--- src/rtl/core/lsb_message_extractor_defines.svh ---
// Assertion helpers shared by the extractor RTL.
// Each use expands to one labeled concurrent assertion on clk_i, off during reset.
`ifndef LSB_MESSAGE_EXTRACTOR_DEFINES_SVH
`define LSB_MESSAGE_EXTRACTOR_DEFINES_SVH

// Same-cycle implication.
`define LME_ASSERT_IMP(label, ante, cons, msg) \
  label: assert property (@(posedge clk_i) disable iff (!rst_ni) (ante) |-> (cons)) \
    else $error(msg);

// Next-cycle implication.
`define LME_ASSERT_NXT(label, ante, cons, msg) \
  label: assert property (@(posedge clk_i) disable iff (!rst_ni) (ante) |=> (cons)) \
    else $error(msg);

`endif

--- src/rtl/core/lme_pkg.sv ---
`timescale 1ns / 1ps

package lme_pkg;

  localparam int unsigned MaxMarkerChars = 8;
  localparam int unsigned LengthDigits   = 6;

  localparam int unsigned TextW    = 64;
  localparam int unsigned CharsW   = 4;
  localparam int unsigned LenPixW  = 5;
  localparam int unsigned MsgLenW  = 20;
  localparam int unsigned RegPixW  = 5;

  // Configuration register indexes
  localparam logic [1:0] CFG_MARKER_TEXT  = 2'd0;
  localparam logic [1:0] CFG_MARKER_CHARS = 2'd1;
  localparam logic [1:0] CFG_LENGTH_PIX   = 2'd2;

  // Result status codes
  localparam logic [1:0] STATUS_BYTE     = 2'd0;
  localparam logic [1:0] STATUS_MISMATCH = 2'd1;
  localparam logic [1:0] STATUS_EMPTY    = 2'd2;

  localparam logic [7:0] CHAR_ZERO = 8'h30;
  localparam logic [7:0] CHAR_NINE = 8'h39;

  localparam logic [LenPixW-1:0] LEN_PIX_MIN = 5'd16;
  localparam logic [LenPixW-1:0] LEN_PIX_MAX = 5'd18;

  typedef struct packed {
    logic [7:0] red;
    logic [7:0] green;
    logic [7:0] blue;
    logic       frame_start;
  } pixel_t;

  typedef struct packed {
    logic [7:0] out_byte;
    logic [1:0] status;
    logic       is_last;
  } result_t;

  typedef struct packed {
    logic [TextW-1:0]   marker_text;
    logic [CharsW-1:0]  marker_chars;
    logic [LenPixW-1:0] length_field_pixels;
  } cfg_t;

  // Pixels of the marker region: floor(8*c/3)+1 for c = 1..8.
  function automatic logic [RegPixW-1:0] marker_pixels(input logic [CharsW-1:0] c);
    logic [RegPixW-1:0] p;
    case (c)
      4'd1:    p = 5'd3;
      4'd2:    p = 5'd6;
      4'd3:    p = 5'd9;
      4'd4:    p = 5'd11;
      4'd5:    p = 5'd14;
      4'd6:    p = 5'd17;
      4'd7:    p = 5'd19;
      default: p = 5'd22;
    endcase
    return p;
  endfunction

endpackage

--- src/rtl/core/lme_cfg_regs.sv ---
`timescale 1ns / 1ps

module lme_cfg_regs (
  input  logic                       clk_i,
  input  logic                       rst_ni,
  input  logic                       cfg_we_i,
  input  logic [1:0]                 cfg_index_i,
  input  logic [lme_pkg::TextW-1:0]  cfg_data_i,
  output lme_pkg::cfg_t              cfg_o
);

  lme_pkg::cfg_t cfg_q;

  always_ff @(posedge clk_i or negedge rst_ni) begin
    if (!rst_ni) begin
      cfg_q.marker_text         <= '0;
      cfg_q.marker_chars        <= 4'd8;
      cfg_q.length_field_pixels <= 5'd17;
    end else if (cfg_we_i) begin
      case (cfg_index_i)
        lme_pkg::CFG_MARKER_TEXT: begin
          cfg_q.marker_text <= cfg_data_i;
        end
        lme_pkg::CFG_MARKER_CHARS: begin
          cfg_q.marker_chars <= cfg_data_i[lme_pkg::CharsW-1:0];
        end
        lme_pkg::CFG_LENGTH_PIX: begin
          cfg_q.length_field_pixels <= cfg_data_i[lme_pkg::LenPixW-1:0];
        end
        default: begin
          // drop writes beyond the register list
        end
      endcase
    end
  end

  assign cfg_o = cfg_q;

endmodule

--- src/rtl/core/lme_core.sv ---
`timescale 1ns / 1ps
`include "lsb_message_extractor_defines.svh"

module lme_core (
  input  logic             clk_i,
  input  logic             rst_ni,
  input  logic             step_i,
  input  lme_pkg::pixel_t  pix_i,
  input  lme_pkg::cfg_t    cfg_i,
  output logic             res_valid_o,
  output lme_pkg::result_t res_o
);

  typedef enum logic [1:0] {
    PH_IDLE,
    PH_MARKER,
    PH_LENGTH,
    PH_MESSAGE
  } phase_e;

  phase_e                          phase_q, phase_d;
  logic [7:0]                      acc_q, acc_d;
  logic [2:0]                      fill_q, fill_d;
  logic [lme_pkg::MsgLenW-1:0]     bytes_q, bytes_d;
  logic [lme_pkg::RegPixW-1:0]     pix_left_q, pix_left_d;
  logic [2:0]                      mpos_q, mpos_d;
  logic [lme_pkg::MsgLenW-1:0]     mlen_q, mlen_d;
  logic                            stopped_q, stopped_d;

  logic [lme_pkg::CharsW-1:0]      chars;
  logic [lme_pkg::LenPixW-1:0]     len_pix;
  logic [2:0]                      bits;
  logic                            byte_done;
  logic [7:0]                      byte_val;
  logic [7:0]                      shifted;
  logic [2:0]                      sel;
  logic [7:0]                      expect_byte;
  logic [3:0]                      digit;

  always_comb begin
    chars = cfg_i.marker_chars;
    if (chars == '0) begin
      chars = 4'd1;
    end else if (chars > 4'(lme_pkg::MaxMarkerChars)) begin
      chars = 4'(lme_pkg::MaxMarkerChars);
    end
    len_pix = cfg_i.length_field_pixels;
    if (len_pix < lme_pkg::LEN_PIX_MIN) begin
      len_pix = lme_pkg::LEN_PIX_MIN;
    end else if (len_pix > lme_pkg::LEN_PIX_MAX) begin
      len_pix = lme_pkg::LEN_PIX_MAX;
    end
  end

  always_comb begin
    phase_d     = phase_q;
    acc_d       = acc_q;
    fill_d      = fill_q;
    bytes_d     = bytes_q;
    pix_left_d  = pix_left_q;
    mpos_d      = mpos_q;
    mlen_d      = mlen_q;
    stopped_d   = stopped_q;
    res_valid_o = 1'b0;
    res_o       = '0;
    byte_done   = 1'b0;
    byte_val    = '0;
    shifted     = '0;
    sel         = '0;
    expect_byte = '0;
    digit       = '0;
    bits        = {pix_i.blue[0], pix_i.green[0], pix_i.red[0]};

    // restart on the first pixel of an image
    if (pix_i.frame_start) begin
      phase_d    = PH_MARKER;
      pix_left_d = lme_pkg::marker_pixels(chars);
      bytes_d    = lme_pkg::MsgLenW'(chars);
      acc_d      = '0;
      fill_d     = '0;
      mpos_d     = '0;
      mlen_d     = '0;
      stopped_d  = 1'b0;
    end

    if (phase_d != PH_IDLE) begin
      // shift in red, green, blue; at most one byte completes per pixel
      for (int i = 0; i < 3; i++) begin
        if (bytes_d != '0) begin
          shifted = {acc_d[6:0], bits[i]};
          if (fill_d == 3'd7) begin
            byte_done = 1'b1;
            byte_val  = shifted;
            acc_d     = '0;
            fill_d    = '0;
            bytes_d   = bytes_d - lme_pkg::MsgLenW'(1);
          end else begin
            acc_d  = shifted;
            fill_d = fill_d + 3'd1;
          end
        end
      end

      if (byte_done) begin
        case (phase_d)
          PH_MARKER: begin
            sel         = 3'(chars - 4'd1 - {1'b0, mpos_d});
            expect_byte = cfg_i.marker_text[{sel, 3'b000} +: 8];
            if (byte_val != expect_byte) begin
              res_valid_o    = 1'b1;
              res_o.status   = lme_pkg::STATUS_MISMATCH;
              res_o.is_last  = 1'b1;
              phase_d        = PH_IDLE;
            end else begin
              mpos_d = mpos_d + 3'd1;
            end
          end
          PH_LENGTH: begin
            digit = byte_val[3:0];
            if (!stopped_d && byte_val >= lme_pkg::CHAR_ZERO
                && byte_val <= lme_pkg::CHAR_NINE) begin
              mlen_d = {mlen_d[16:0], 3'b000} + {mlen_d[18:0], 1'b0}
                       + lme_pkg::MsgLenW'(digit);
            end else begin
              stopped_d = 1'b1;
            end
          end
          PH_MESSAGE: begin
            res_valid_o    = 1'b1;
            res_o.out_byte = byte_val;
            res_o.status   = lme_pkg::STATUS_BYTE;
            res_o.is_last  = (bytes_d == '0);
            if (bytes_d == '0) begin
              phase_d = PH_IDLE;
            end
          end
          default: begin
          end
        endcase
      end

      // the message region always ends on its last byte, so only the
      // marker and length regions count pixels
      if (phase_d == PH_MARKER || phase_d == PH_LENGTH) begin
        if (pix_left_d != '0) begin
          pix_left_d = pix_left_d - lme_pkg::RegPixW'(1);
        end
        if (pix_left_d == '0) begin
          acc_d  = '0;
          fill_d = '0;
          if (phase_d == PH_MARKER) begin
            phase_d    = PH_LENGTH;
            pix_left_d = len_pix;
            bytes_d    = lme_pkg::MsgLenW'(lme_pkg::LengthDigits);
            mlen_d     = '0;
            stopped_d  = 1'b0;
          end else if (mlen_d == '0) begin
            res_valid_o   = 1'b1;
            res_o.status  = lme_pkg::STATUS_EMPTY;
            res_o.is_last = 1'b1;
            phase_d       = PH_IDLE;
          end else begin
            phase_d = PH_MESSAGE;
            bytes_d = mlen_d;
          end
        end
      end
    end
  end

  always_ff @(posedge clk_i or negedge rst_ni) begin
    if (!rst_ni) begin
      phase_q    <= PH_IDLE;
      acc_q      <= '0;
      fill_q     <= '0;
      bytes_q    <= '0;
      pix_left_q <= '0;
      mpos_q     <= '0;
      mlen_q     <= '0;
      stopped_q  <= 1'b0;
    end else if (step_i) begin
      phase_q    <= phase_d;
      acc_q      <= acc_d;
      fill_q     <= fill_d;
      bytes_q    <= bytes_d;
      pix_left_q <= pix_left_d;
      mpos_q     <= mpos_d;
      mlen_q     <= mlen_d;
      stopped_q  <= stopped_d;
    end
  end

  `LME_ASSERT_NXT(a_idle_after_last, step_i && res_valid_o && res_o.is_last, phase_q == PH_IDLE, "block not idle after final result")
  `LME_ASSERT_IMP(a_message_has_bytes, phase_q == PH_MESSAGE, bytes_q != '0, "message region with no bytes left")
  `LME_ASSERT_IMP(a_idle_no_result, step_i && phase_q == PH_IDLE && !pix_i.frame_start, !res_valid_o, "result while idle")

endmodule

--- src/rtl/core/lsb_message_extractor.sv ---
// LSB message extractor.
// Input channel (in_valid_i / in_stall_o / in_word_i): one RGB pixel per word,
// in image order; frame_start marks the first pixel of an image and restarts
// extraction. Output channel (out_valid_o / out_stall_i / out_word_o): one
// word per extracted message byte (status 0), or a single final word for a
// marker mismatch (status 1) or an empty message (status 2). is_last flags
// the final word of an image; pixels after it are ignored until frame_start.
// A pixel is taken into the input register and its result into the output
// register; the input register, the step logic and the output register form
// a two-stage pipeline. Throughput: one pixel per cycle while not stalled.
// A stalled receiver holds the output word; one more pixel waits in the input
// register, after which in_stall_o rises until the output word is taken.
// Reset clears the pipeline, returns the extractor to idle and loads the
// configuration defaults (marker text 0, 8 marker characters, 17 length
// pixels). The user must write configuration through cfg_we_i / cfg_index_i /
// cfg_data_i only while no pixel is in flight; the block does not enforce it.
`timescale 1ns / 1ps
`include "lsb_message_extractor_defines.svh"

module lsb_message_extractor (
  input  logic                      clk_i,
  input  logic                      rst_ni,
  input  logic                      in_valid_i,
  output logic                      in_stall_o,
  input  lme_pkg::pixel_t           in_word_i,
  output logic                      out_valid_o,
  input  logic                      out_stall_i,
  output lme_pkg::result_t          out_word_o,
  input  logic                      cfg_we_i,
  input  logic [1:0]                cfg_index_i,
  input  logic [lme_pkg::TextW-1:0] cfg_data_i
);

  lme_pkg::cfg_t    cfg;
  lme_pkg::pixel_t  in_word_q;
  logic             in_valid_q;
  lme_pkg::result_t out_word_q;
  logic             out_valid_q;
  logic             step;
  logic             res_valid;
  lme_pkg::result_t res;

  // advance the input word when the output register is free or being taken
  assign step       = in_valid_q && (!out_valid_q || !out_stall_i);
  assign in_stall_o = in_valid_q && out_valid_q && out_stall_i;

  lme_cfg_regs u_cfg (
    .clk_i       (clk_i),
    .rst_ni      (rst_ni),
    .cfg_we_i    (cfg_we_i),
    .cfg_index_i (cfg_index_i),
    .cfg_data_i  (cfg_data_i),
    .cfg_o       (cfg)
  );

  lme_core u_core (
    .clk_i       (clk_i),
    .rst_ni      (rst_ni),
    .step_i      (step),
    .pix_i       (in_word_q),
    .cfg_i       (cfg),
    .res_valid_o (res_valid),
    .res_o       (res)
  );

  always_ff @(posedge clk_i or negedge rst_ni) begin
    if (!rst_ni) begin
      in_valid_q <= 1'b0;
    end else if (!in_stall_o) begin
      in_valid_q <= in_valid_i;
    end
  end

  always_ff @(posedge clk_i) begin
    if (in_valid_i && !in_stall_o) begin
      in_word_q <= in_word_i;
    end
  end

  always_ff @(posedge clk_i or negedge rst_ni) begin
    if (!rst_ni) begin
      out_valid_q <= 1'b0;
    end else if (step) begin
      out_valid_q <= res_valid;
    end else if (out_valid_q && !out_stall_i) begin
      out_valid_q <= 1'b0;
    end
  end

  always_ff @(posedge clk_i) begin
    if (step && res_valid) begin
      out_word_q <= res;
    end
  end

  assign out_valid_o = out_valid_q;
  assign out_word_o  = out_word_q;

  `LME_ASSERT_IMP(a_stall_only_when_full, in_stall_o, in_valid_q && out_valid_q && out_stall_i, "input stalled with room in the pipeline")
  `LME_ASSERT_IMP(a_status_code, out_valid_o, out_word_o.status == lme_pkg::STATUS_BYTE || out_word_o.status == lme_pkg::STATUS_MISMATCH || out_word_o.status == lme_pkg::STATUS_EMPTY, "undefined status code")
  `LME_ASSERT_IMP(a_error_is_final, out_valid_o && out_word_o.status != lme_pkg::STATUS_BYTE, out_word_o.is_last && out_word_o.out_byte == 8'h00, "status word not final or carries a byte")
  `LME_ASSERT_NXT(a_held_word_kept, out_valid_q && out_stall_i, out_valid_q, "stalled output word lost")

endmodule
--- config.mk ---
export PLATFORM = sky130hd
export DESIGN_NAME = lsb_message_extractor
export DESIGN_NICKNAME = d
export VERILOG_FILES = /design/src/rtl/core/lme_pkg.sv /design/src/rtl/core/lme_cfg_regs.sv /design/src/rtl/core/lme_core.sv /design/src/rtl/core/lsb_message_extractor.sv
export VERILOG_INCLUDE_DIRS = /design/src /design/src/rtl/core
export SDC_FILE = /design/constraint.sdc
export NUM_CORES = 1
export LEC_CHECK = 0
export CAP_MARGIN = 20
export CORE_ASPECT_RATIO = 1.25
export CORE_MARGIN = 8
export CORE_UTILIZATION = 40
export DETAILED_ROUTE_END_ITERATION = 8
export DONT_BUFFER_PORTS = 1
export SYNTH_ARGS = -nofsm -noshare
export SYNTH_HDL_FRONTEND = slang
export SYNTH_SLANG_ARGS = --single-unit
export TNS_END_PERCENT = 100
--- constraint.sdc ---
create_clock -name clk_i -period 12.9 [get_ports clk_i]
set_input_delay 3.225 -clock clk_i [delete_from_list [all_inputs] [get_ports clk_i]]
set_output_delay 3.225 -clock clk_i [all_outputs]
set_load 0.01 [all_outputs]
==> impl_metrics.toml, run 1 <==
[outcome]
status = "complete, no violations"

[critical_path]
critPathCaptureType = "register"
critPathLaunchType = "register"
path_class = "register to register"
worst-path-buf-inv = 4
crit_path_max_fanout = 12
cp.arrival_ns = 12.03
critical-path-top-delay-family = "simple AND/OR/NAND/NOR gates"
cp.required_ns = 13.03
cpMaxStageDelayCell = "edfxtp_1"
crit_path_max_incr_delay_ns = 0.77

[power]
p_sw_share_pct = 42.0
p_int_w = 0.00138
net-switching-power_w = 0.000997
totalPowerFinal_w = 0.00238
comb_power_share_pct = 48.2
p_seq_share_pct = 29.1
power_density_nw_per_um2 = 180
ir_worst_vdd_uv = 136
p_leak_nw = 5.35
clkPwrFrac_pct = 22.7

[cts]
numCtsBuffers = 17
worstSkewPairLatency_ns = 0.43
post_cts_buffers = 0
path_clk_slew_ns = 0.06
cts_max_level = 4
cts.repair.resized = 0
clockBufferDepth = 2
cts_sinks = 151
cts_hold_buf = 0
cts_tree = "done"
cts-root-buf = "clkbuf_16"

[global_routing]
first_global_vias = 10400
track_usage_pct = 20.5
grt_max_degree = 137
grt_pass1_wl_microns = 57800
antenna_found_initial = 1
gr-total-overflow = 0

[cells_and_area]
final_cell_mix = "dfrtp_1, nand2_1, nor2_1"
fillCellCount = 2980
area_delta_synth_final_pct = 8.84
final_area_sq_um = 13200
fin_nets = 1444
num_antenna_cells = 0
drive_gt1_share_pct = 17.8
mostFrequentLayoutCell = "dfrtp_1"

[timing]
slew_headroom_pct = 16.7
period_share_pct = 92.2
clock_skew_ns = 0.00746
timing.fmax_ghz = 0.0841
fin_tns_setup_ns = 0
period_needed_ns = 11.89
tightest_slew_ns = 1.23
rsz0062_at_grt = "no"
slew_viol_final = 0
setup_viol = 0
finalHoldViolCount = 0

[die]
io_pins = 109
die_x_microns = 172
dieHeight_microns = 211
row_count = 71
core_sq_um = 30000
dieArea_sq_um = 36300
start_util_pct = 40.5

[route]
post_drt_wl_per_cell_microns = 21.6
drcViolationCount = 0
drt_iter0_markers = 757
wirelength_microns = 37000
via_per_inst = 6.12
drtAntennaViolNets = 0
firstDrtPassIters = 5
vias = 10500

[yosys]
synth_cell_types = 106
synthCells = 1318
synthFlopType = "dfrtp_1"
ys_ff_latch = 151
synth_top_area_share_pct = 27.4
netlist_top_cells_area = "dfrtp_1, mux2_2, ha_1"
synth_edf_count = 15
yosysWarningCount = 0
yosys.area.top_type = "dfrtp_1"
synth.net_count = 1466
synth-seq-area-share_pct = 31.7
netlist_area_sq_um = 12200
syn-mean-instance-area_sq_um = 9.22
synthArstFlopShare_pct = 90.1

[min_path]
hp-class = "register to register"

[flow_run]
drv_cap = 0

[place]
dp_hpwl_microns = 28100
dpl-instance-area_sq_um = 12600
gp_congestion = 0.935
numPortBuffers = 0
[sequential cells by signal (all words and copies together) (netlist names)]
signal             flops
u_core.acc_q           7
u_core.stopped_q       1
in_word_q              4
out_valid_o            1
u_core.bytes_q        20
u_cfg.cfg_o           73
u_core.pix_left_q      5
u_core.fill_q          3
u_core.phase_q         2
u_core.mlen_q         20
in_valid_q             1
u_core.mpos_q          3
out_word_o            11
[power groups by stage]
| stage | registers, W | logic (W) | clock network, W |
|---|---|---|---|
| 6_report | 0.000692 | 0.00115 | 0.000539 |
| 5_1_grt | 0.000709 | 0.00124 | 0.000566 |
| 4_1_cts | 0.000693 | 0.00113 | 0.000550 |
| 3_5_place_dp | 0.000701 | 0.00112 | 0 |
| 3_3_place_gp | 0.000698 | 0.00111 | 0 |
| 2_1_floorplan | 0.000662 | 0.000853 | 0 |
[final cells by class]
type / instances / area, sq um / area share (%)
repair buffers: 27 / 226 / 1.71
clock buffers: 25 / 487 / 3.68
flip-flops and latches: 151 / 3860 / 29.2
inverters: 33 / 124 / 0.936
multi-input cells: 1066 / 7890 / 59.6
well taps: 401 / 502 / 3.79
clock inverters: 7 / 144 / 1.09
[path summary, 6_finish.rpt]
check / cells after the start / end / start / slack (ns)
max: 41 / out_word_o[8]$_SDFFCE_PN0P_ / in_word_q[0]$_DFFE_PP_ / 1.01
min: 2 / u_core.pix_left_q[0]$_DFFE_PN0P_ / u_core.pix_left_q[0]$_DFFE_PN0P_ / 0.48
max reg2reg: 41 / out_word_o[8]$_SDFFCE_PN0P_ / in_word_q[0]$_DFFE_PP_ / 1.01
min reg2reg: 2 / u_core.pix_left_q[0]$_DFFE_PN0P_ / u_core.pix_left_q[0]$_DFFE_PN0P_ / 0.48
max in group asynchronous: 0 / u_cfg.cfg_o[0]$_DFFE_PN1P_ / rst_ni / 10.11
min in group asynchronous: 0 / u_cfg.cfg_o[54]$_DFFE_PN0P_ / rst_ni / 2.48
[per-stage QoR]
stage          hold slack [ns]  instances  util, %  worst slack [ns]
2_1_floorplan            0.441       1318        -              1.48
3_3_place_gp             0.471       1676     41.8              1.15
3_5_place_dp             0.472       1676     41.8              1.15
4_1_cts                  0.489       1708     43.9              1.11
5_1_grt                  0.515       1710     44.1             0.346
6_report                 0.480       1710     44.1              1.01
[cells by family after synthesis]
group                      after synthesis  share of synthesized area, %
AOI/OAI and AO/OA                      321                          18.6
buffers and inverters                  101                          3.48
and+or+nand+nor                        486                          21.6
muxes                                  143                          14.4
adders and majority gates               52                          5.54
xor gates and xnor gates                64                          4.61
DFF                                    151                          31.7
[per-layer routing]
metal | vias up | routed length [microns] | global-route usage [%] | share of wire, %
met1 | 5057 | 14500 | 23.1 | 39
li1 | 4901 | - | - | -
met3 | 105 | 2450 | 5.12 | 6.6
met5 | - | 13 | 0 | 0.035
met2 | 392 | 18300 | 35.3 | 50
met4 | 2 | 1720 | 10.5 | 4.7
[synth_stat cells (5+ instances only)]
| library cell | n |
|---|---|
| buf_2 | 11 |
| edfxtp_1 | 15 |
| nor4_1 | 19 |
| nand2_1 | 111 |
| or2_2 | 17 |
| o21ai_0 | 59 |
| xor2_1 | 19 |
| mux4_2 | 16 |
| or3_1 | 17 |
| nand3b_1 | 7 |
| dfrtp_1 | 133 |
| xnor2_1 | 45 |
| mux2_2 | 92 |
| nand3_1 | 31 |
| ha_1 | 49 |
| a21oi_1 | 78 |
| clkbuf_1 | 46 |
| and3_1 | 16 |
| a31o_2 | 8 |
| o21a_1 | 8 |
| a22o_1 | 18 |
| a21o_1 | 6 |
| o21bai_1 | 5 |
| or4_1 | 10 |
| o2111ai_1 | 6 |
| o22a_1 | 5 |
| a22oi_1 | 8 |
| o22ai_1 | 8 |
| inv_1 | 32 |
| nor3_1 | 41 |
| nand4_1 | 13 |
| a211oi_1 | 13 |
| nor2_1 | 101 |
| nor3b_1 | 6 |
| nand2b_1 | 14 |
| a31oi_1 | 17 |
| o211ai_1 | 7 |
| and4_1 | 7 |
| buf_1 | 6 |
| nor2b_1 | 33 |
| mux2i_1 | 34 |
| and2_1 | 15 |
| o21ai_1 | 7 |
| o31ai_1 | 6 |
[worst min-delay path: stages, from the launching register on]
cell and delay [ns]:
dfrtp_1 0.34, nand2_1 0.04, o21ai_0 0.06
(Power assumes the default switching activity.)
==> run 2: changes to the inputs <==
--- a/config.mk
+++ b/config.mk
@@ -9,9 +9,10 @@
 export CAP_MARGIN = 20
 export CORE_ASPECT_RATIO = 1.25
 export CORE_MARGIN = 8
-export CORE_UTILIZATION = 40
+export CORE_UTILIZATION = 28
 export DETAILED_ROUTE_END_ITERATION = 8
 export DONT_BUFFER_PORTS = 1
+export GPL_TIMING_DRIVEN = 0
 export SYNTH_ARGS = -nofsm -noshare
 export SYNTH_HDL_FRONTEND = slang
 export SYNTH_SLANG_ARGS = --single-unit
==> impl_metrics.toml, run 2 (synthesis gave the netlist of run 1 again) <==
[outcome]
status = "complete, no violations"

[critical_path]
cp.arrival_ns = 12.41
worst-path-buf-inv = 13
critical-path-top-delay-family = "simple AND/OR/NAND/NOR gates"
path_class = "register to register"
cpMaxStageDelayCell = "fa_1"
crit_path_max_fanout = 28
critPathCaptureType = "register"
worst_path_most_repeated_cell = "clkbuf_4"
critPathLaunchType = "register"
crit_path_max_incr_delay_ns = 0.60
cp.required_ns = 13.07

[power]
ir_worst_vdd_uv = 134
power_density_nw_per_um2 = 175
p_leak_nw = 5.41

[cts]
cts-root-buf = "clkbuf_16"
cts_tree = "done"
clockBufferDepth = 2
cts_max_level = 4
cts_sinks = 151
path_clk_slew_ns = 0.07
cts_hold_buf = 0
numCtsBuffers = 17
worstSkewPairLatency_ns = 0.45

[timing]
setup_viol = 0
timing.fmax_ghz = 0.0817
rsz0062_at_grt = "no"
tightest_slew_ns = 1.02
slew_headroom_pct = 31.0
worst_slack_ns = 0.660
clock_skew_ns = 0.0120
slew_viol_final = 0
period_share_pct = 94.9
finalHoldViolCount = 0
period_needed_ns = 12.24

[place]
dp_hpwl_microns = 31800
place_ws_ns = -2.95
numPortBuffers = 0
gp_congestion = 0.954

[die]
start_util_pct = 28.3
dieArea_sq_um = 50400
row_count = 85
io_pins = 109
die_x_microns = 202
dieHeight_microns = 249
core_sq_um = 43000

[route]
wirelength_microns = 40500
vias = 10700
via_per_inst = 5.58
drcViolationCount = 0
post_drt_wl_per_cell_microns = 21.1
drt_iter0_markers = 837
drtAntennaViolNets = 0
firstDrtPassIters = 6

[cells_and_area]
final_cell_mix = "dfrtp_1, nand2_1, nor2_1"
largest_reg_flops = 73
fin_nets = 1488
mostFrequentLayoutCell = "dfrtp_1"
area_delta_synth_final_pct = 11.8
post-route-util_pct = 31.6
drive_gt1_share_pct = 18.5

[global_routing]
first_global_vias = 10800
gr-total-overflow = 0
track_usage_pct = 15.8
grt_max_degree = 137
antenna_found_initial = 4
grt_pass1_wl_microns = 62900

[flow_run]
drv_cap = 0

[min_path]
hp-class = "register to register"
run 2: cell count changes in the layout (fill, tap and decap cells not counted), sizes merged:
cell	previous run	this run
clkinv	1	3
clkbuf	25	67
bufinv	4	1
clkinvlp	2	1
inv	33	39
diode	0	1
buf	27	25
run 2: worst paths after layout:
| kind | depth (start not counted) | endpoint | slack [ns] | start |
|---|---|---|---|---|
| setup / recovery | 49 | out_word_o[9]$_SDFFCE_PN0P_ | 0.66 | in_word_q[0]$_DFFE_PP_ |
| min in group asynchronous | 0 | u_core.acc_q[2]$_DFFE_PN0P_ | 2.46 | rst_ni |
| hold reg to reg | 2 | u_core.pix_left_q[0]$_DFFE_PN0P_ | 0.48 | u_core.pix_left_q[0]$_DFFE_PN0P_ |
| max in group asynchronous | 0 | u_cfg.cfg_o[0]$_DFFE_PN1P_ | 10.18 | rst_ni |
| hold / removal | 2 | u_core.pix_left_q[0]$_DFFE_PN0P_ | 0.48 | u_core.pix_left_q[0]$_DFFE_PN0P_ |
| setup reg to reg | 49 | out_word_o[9]$_SDFFCE_PN0P_ | 0.66 | in_word_q[0]$_DFFE_PP_ |
run 2: through the flow:
step	instances	power [W]	hold WS [ns]	instance area, sq um	setup TNS (ns)
after floorplan	1318	0.00152	0.441	12200	0
after global placement	1883	0.00182	0.460	12900	-119.27
after detailed placement	1883	0.00184	0.470	12900	-112.52
after CTS	1919	0.00237	0.485	13500	0
after global routing	1919	0.00252	0.506	13600	0
final	1919	0.00238	0.482	13600	0
run 2: final cells by class:
class | instances | area (sq um)
Sequential cell | 151 | 3860
Antenna cell | 1 | 2.50
Timing Repair Buffer | 6 | 45.0
Inverter | 33 | 124
Fill cell | 4557 | 29400
Multi-Input combinational cell | 1066 | 7940
Tap cell | 565 | 707
Clock inverter | 11 | 109
Buffer | 65 | 318
Clock buffer | 21 | 480
run 2: routing by layer:
metal / track usage (%) / part of all wire [%] / vias up
li1: - / - / 4976
met1: 17.9 / 39 / 5252
met2: 26.5 / 49 / 381
met3: 3.79 / 6.6 / 102
met4: 9.50 / 6.1 / 4
met5: 0 / 0.067 / -
run 2: worst min-delay path, cell delays in order, from the launching register on:
cell     delay [ns]
dfrtp_1        0.34
nand2_1        0.05
o21ai_0        0.06
run 2: where the power goes:
group | internal, W | total (W) | switching [W]
Sequential | 0.000593 | 0.000693 | 0.000100
Combinational | 0.000451 | 0.00118 | 0.000731
Clock | 0.000289 | 0.000507 | 0.000218
Total | 0.00133 | 0.00238 | 0.00105
run 2: what timing repair did:
action / CTS / global route
resized for setup: 17 / 18
setup endpoints to repair: 73 / 37
buffers inserted: 5 / 1
pin swaps: 3 / 3
==> run 3: changes to the inputs <==
--- a/config.mk
+++ b/config.mk
@@ -15,5 +15,6 @@
 export GPL_TIMING_DRIVEN = 0
 export SYNTH_ARGS = -nofsm -noshare
 export SYNTH_HDL_FRONTEND = slang
+export SYNTH_HIERARCHICAL = 1
 export SYNTH_SLANG_ARGS = --single-unit
 export TNS_END_PERCENT = 100
==> constraint.sdc (replaced) <==
create_clock -name clk_i -period 13.5 [get_ports clk_i]
set_input_delay 3.375 -clock clk_i [delete_from_list [all_inputs] [get_ports clk_i]]
set_output_delay 3.375 -clock clk_i [all_outputs]
set_load 0.01 [all_outputs]
==> impl_metrics.toml, run 3 <==
[power]
power_density_nw_per_um2 = 166
totalPowerFinal_w = 0.00223
ir_worst_vdd_uv = 113
p_leak_nw = 5.53

[yosys]
synth.net_count = 1408
netlist_area_sq_um = 12100
synthCells = 1261
syn-mean-instance-area_sq_um = 9.62
yosysWarningCount = 6

[cts]
cts_sinks = 151
cts_tree = "done"
clockBufferDepth = 2
cts-root-buf = "clkbuf_16"
worstSkewPairLatency_ns = 0.45
cts_max_level = 4
numCtsBuffers = 17
path_clk_slew_ns = 0.07
cts_hold_buf = 0
post_cts_buffers = 0

[die]
row_count = 85
core_sq_um = 43000
io_pins = 109
die_x_microns = 202
start_util_pct = 28.2
dieHeight_microns = 249
dieArea_sq_um = 50300

[place]
numPortBuffers = 0
placed_cells = 1826
dp_hpwl_microns = 31900
gp_congestion = 0.933

[min_path]
hold_end = "u_core/fill_q[2]$_DFFE_PN0P_"
min_path_cells = 2
worstHoldStart = "u_core/fill_q[2]$_DFFE_PN0P_"
hp-class = "register to register"

[critical_path]
cp.arrival_ns = 12.61
critPathCaptureType = "register"
crit_path_max_incr_delay_ns = 0.49
reg2reg_from = "in_word_q[0]$_DFFE_PP_"
r2r_slack_ns = 0.99
cp.required_ns = 13.60
crit_path_max_fanout = 19
worst_path_most_repeated_cell = "ha_1"
critPathLaunchType = "register"
r2r-end = "out_word_o[4]$_DFFE_PP_"
path_class = "register to register"
cpMaxStageDelayCell = "edfxtp_1"
ff2ff_path_depth = 52

[timing]
period_needed_ns = 12.51
finalHoldViolCount = 0
tightest_slew_ns = 1.14
setup_viol = 0
rsz0062_at_grt = "no"
slew_viol_final = 0
slew_headroom_pct = 23.4
period_share_pct = 92.6
clock_skew_ns = 0.0151
timing.fmax_ghz = 0.0800

[cells_and_area]
fin_cells = 1856
largest_reg_flops = 73
fin_nets = 1425
regArea_sq_um = 3860
drive_gt1_share_pct = 18.8
num_antenna_cells = 0
final_cell_mix = "dfrtp_1, nand2_1, nor2_1"
mostFrequentLayoutCell = "dfrtp_1"
fillCellCount = 4546
area_delta_synth_final_pct = 10.9
multi_input_area_sq_um = 7680

[global_routing]
first_global_vias = 10500
antenna_found_initial = 0
track_usage_pct = 15.8
grt_pass1_wl_microns = 62600
gr-total-overflow = 0
grt_max_degree = 137

[route]
wirelength_microns = 40100
drtAntennaViolNets = 0
drt_iter0_markers = 758
firstDrtPassIters = 5
via_per_inst = 5.55
vias = 10300
drcViolationCount = 0
post_drt_wl_per_cell_microns = 21.6

[outcome]
status = "complete, no violations"

[flow_run]
drv_cap = 0
==> run 3: cell types whose count changed in the layout (fill, tap and decap cells not counted), sizes merged, moves of 7 or more <==
cell,change
nor2,-7
or2,-9
and3,+7
a21oi,-20
nor3,-8
inv,+15
buf,+10
xnor2,-13
or3,-7
clkbuf,-13
nor4,-8
==> run 3: area by class of cell <==
type,instances,share of cell area [%]
buffer,68,3.35
clock buffer,21,3.51
clock inverter,11,0.828
inverter,48,1.34
multi-input combinational,992,57.1
sequential,151,28.7
tap,565,5.25
==> run 3: worst max-delay path: cells and delay by family, from the launching register on <==
kind,cells,cell delay (ns)
AOI/OAI and AO/OA,12,3.00
xor gates and xnor gates,1,0.12
adders and majority gates,7,1.62
buffers and inverters,14,3.30
DFF,1,0.49
muxes,3,0.66
and+or+nand+nor,15,2.90
==> run 3: power by group <==
group	internal, W	switching [W]	total, W
sequential	0.000564	0.000107	0.000670
combinational	0.000425	0.000657	0.00108
clock	0.000273	0.000205	0.000478
total	0.00126	0.000968	0.00223
==> run 3: worst max path at each step <==
stage / start / endpoint / slack (ns)
global route: in_word_q[0]$_DFFE_PP_ / out_word_o[4]$_DFFE_PP_ / 0.06
detailed placement: in_word_q[0]$_DFFE_PP_ / out_word_o[2]$_DFFE_PP_ / -1.10
finish: in_word_q[0]$_DFFE_PP_ / out_word_o[4]$_DFFE_PP_ / 0.99
CTS: in_word_q[0]$_DFFE_PP_ / out_word_o[10]$_DFFE_PP_ / 0.20
floorplan: in_word_q[0]$_DFFE_PP_ / out_word_o[0]$_DFFE_PP_ / 2.54
global placement: in_word_q[0]$_DFFE_PP_ / out_word_o[5]$_DFFE_PP_ / -1.01
==> run 3: per-layer routing <==
layer	vias to the layer above	share of wire, %	global-route usage [%]
met5	-	0	0
met3	87	4.7	2.74
met2	351	50	27.7
met1	5124	40	18.1
met4	0	5.2	8.46
li1	4740	-	-
==> run 3: what timing repair did <==
item | CTS | global route
hold endpoints to repair | 0 | 0
pin swaps | 0 | 0
setup endpoints to repair | 35 | 35
cloned | 0 | 0
gates resized for setup | 4 | 4
==> run 3: metrics by stage <==
| stage | cell area (sq um) | setup TNS, ns | hold WS (ns) | util (%) | worst slack (ns) |
|---|---|---|---|---|---|
| final | 13500 | 0 | 0.481 | 31.3 | 0.993 |
| after global routing | 13500 | 0 | 0.507 | 31.3 | 0.0634 |
| after CTS | 13400 | 0 | 0.482 | 31.3 | 0.204 |
| after detailed placement | 12800 | -14.85 | 0.466 | 29.9 | -1.10 |
| after global placement | 12800 | -13.47 | 0.461 | 29.9 | -1.01 |
| after floorplan | 12100 | 0 | 0.442 | - | 2.54 |
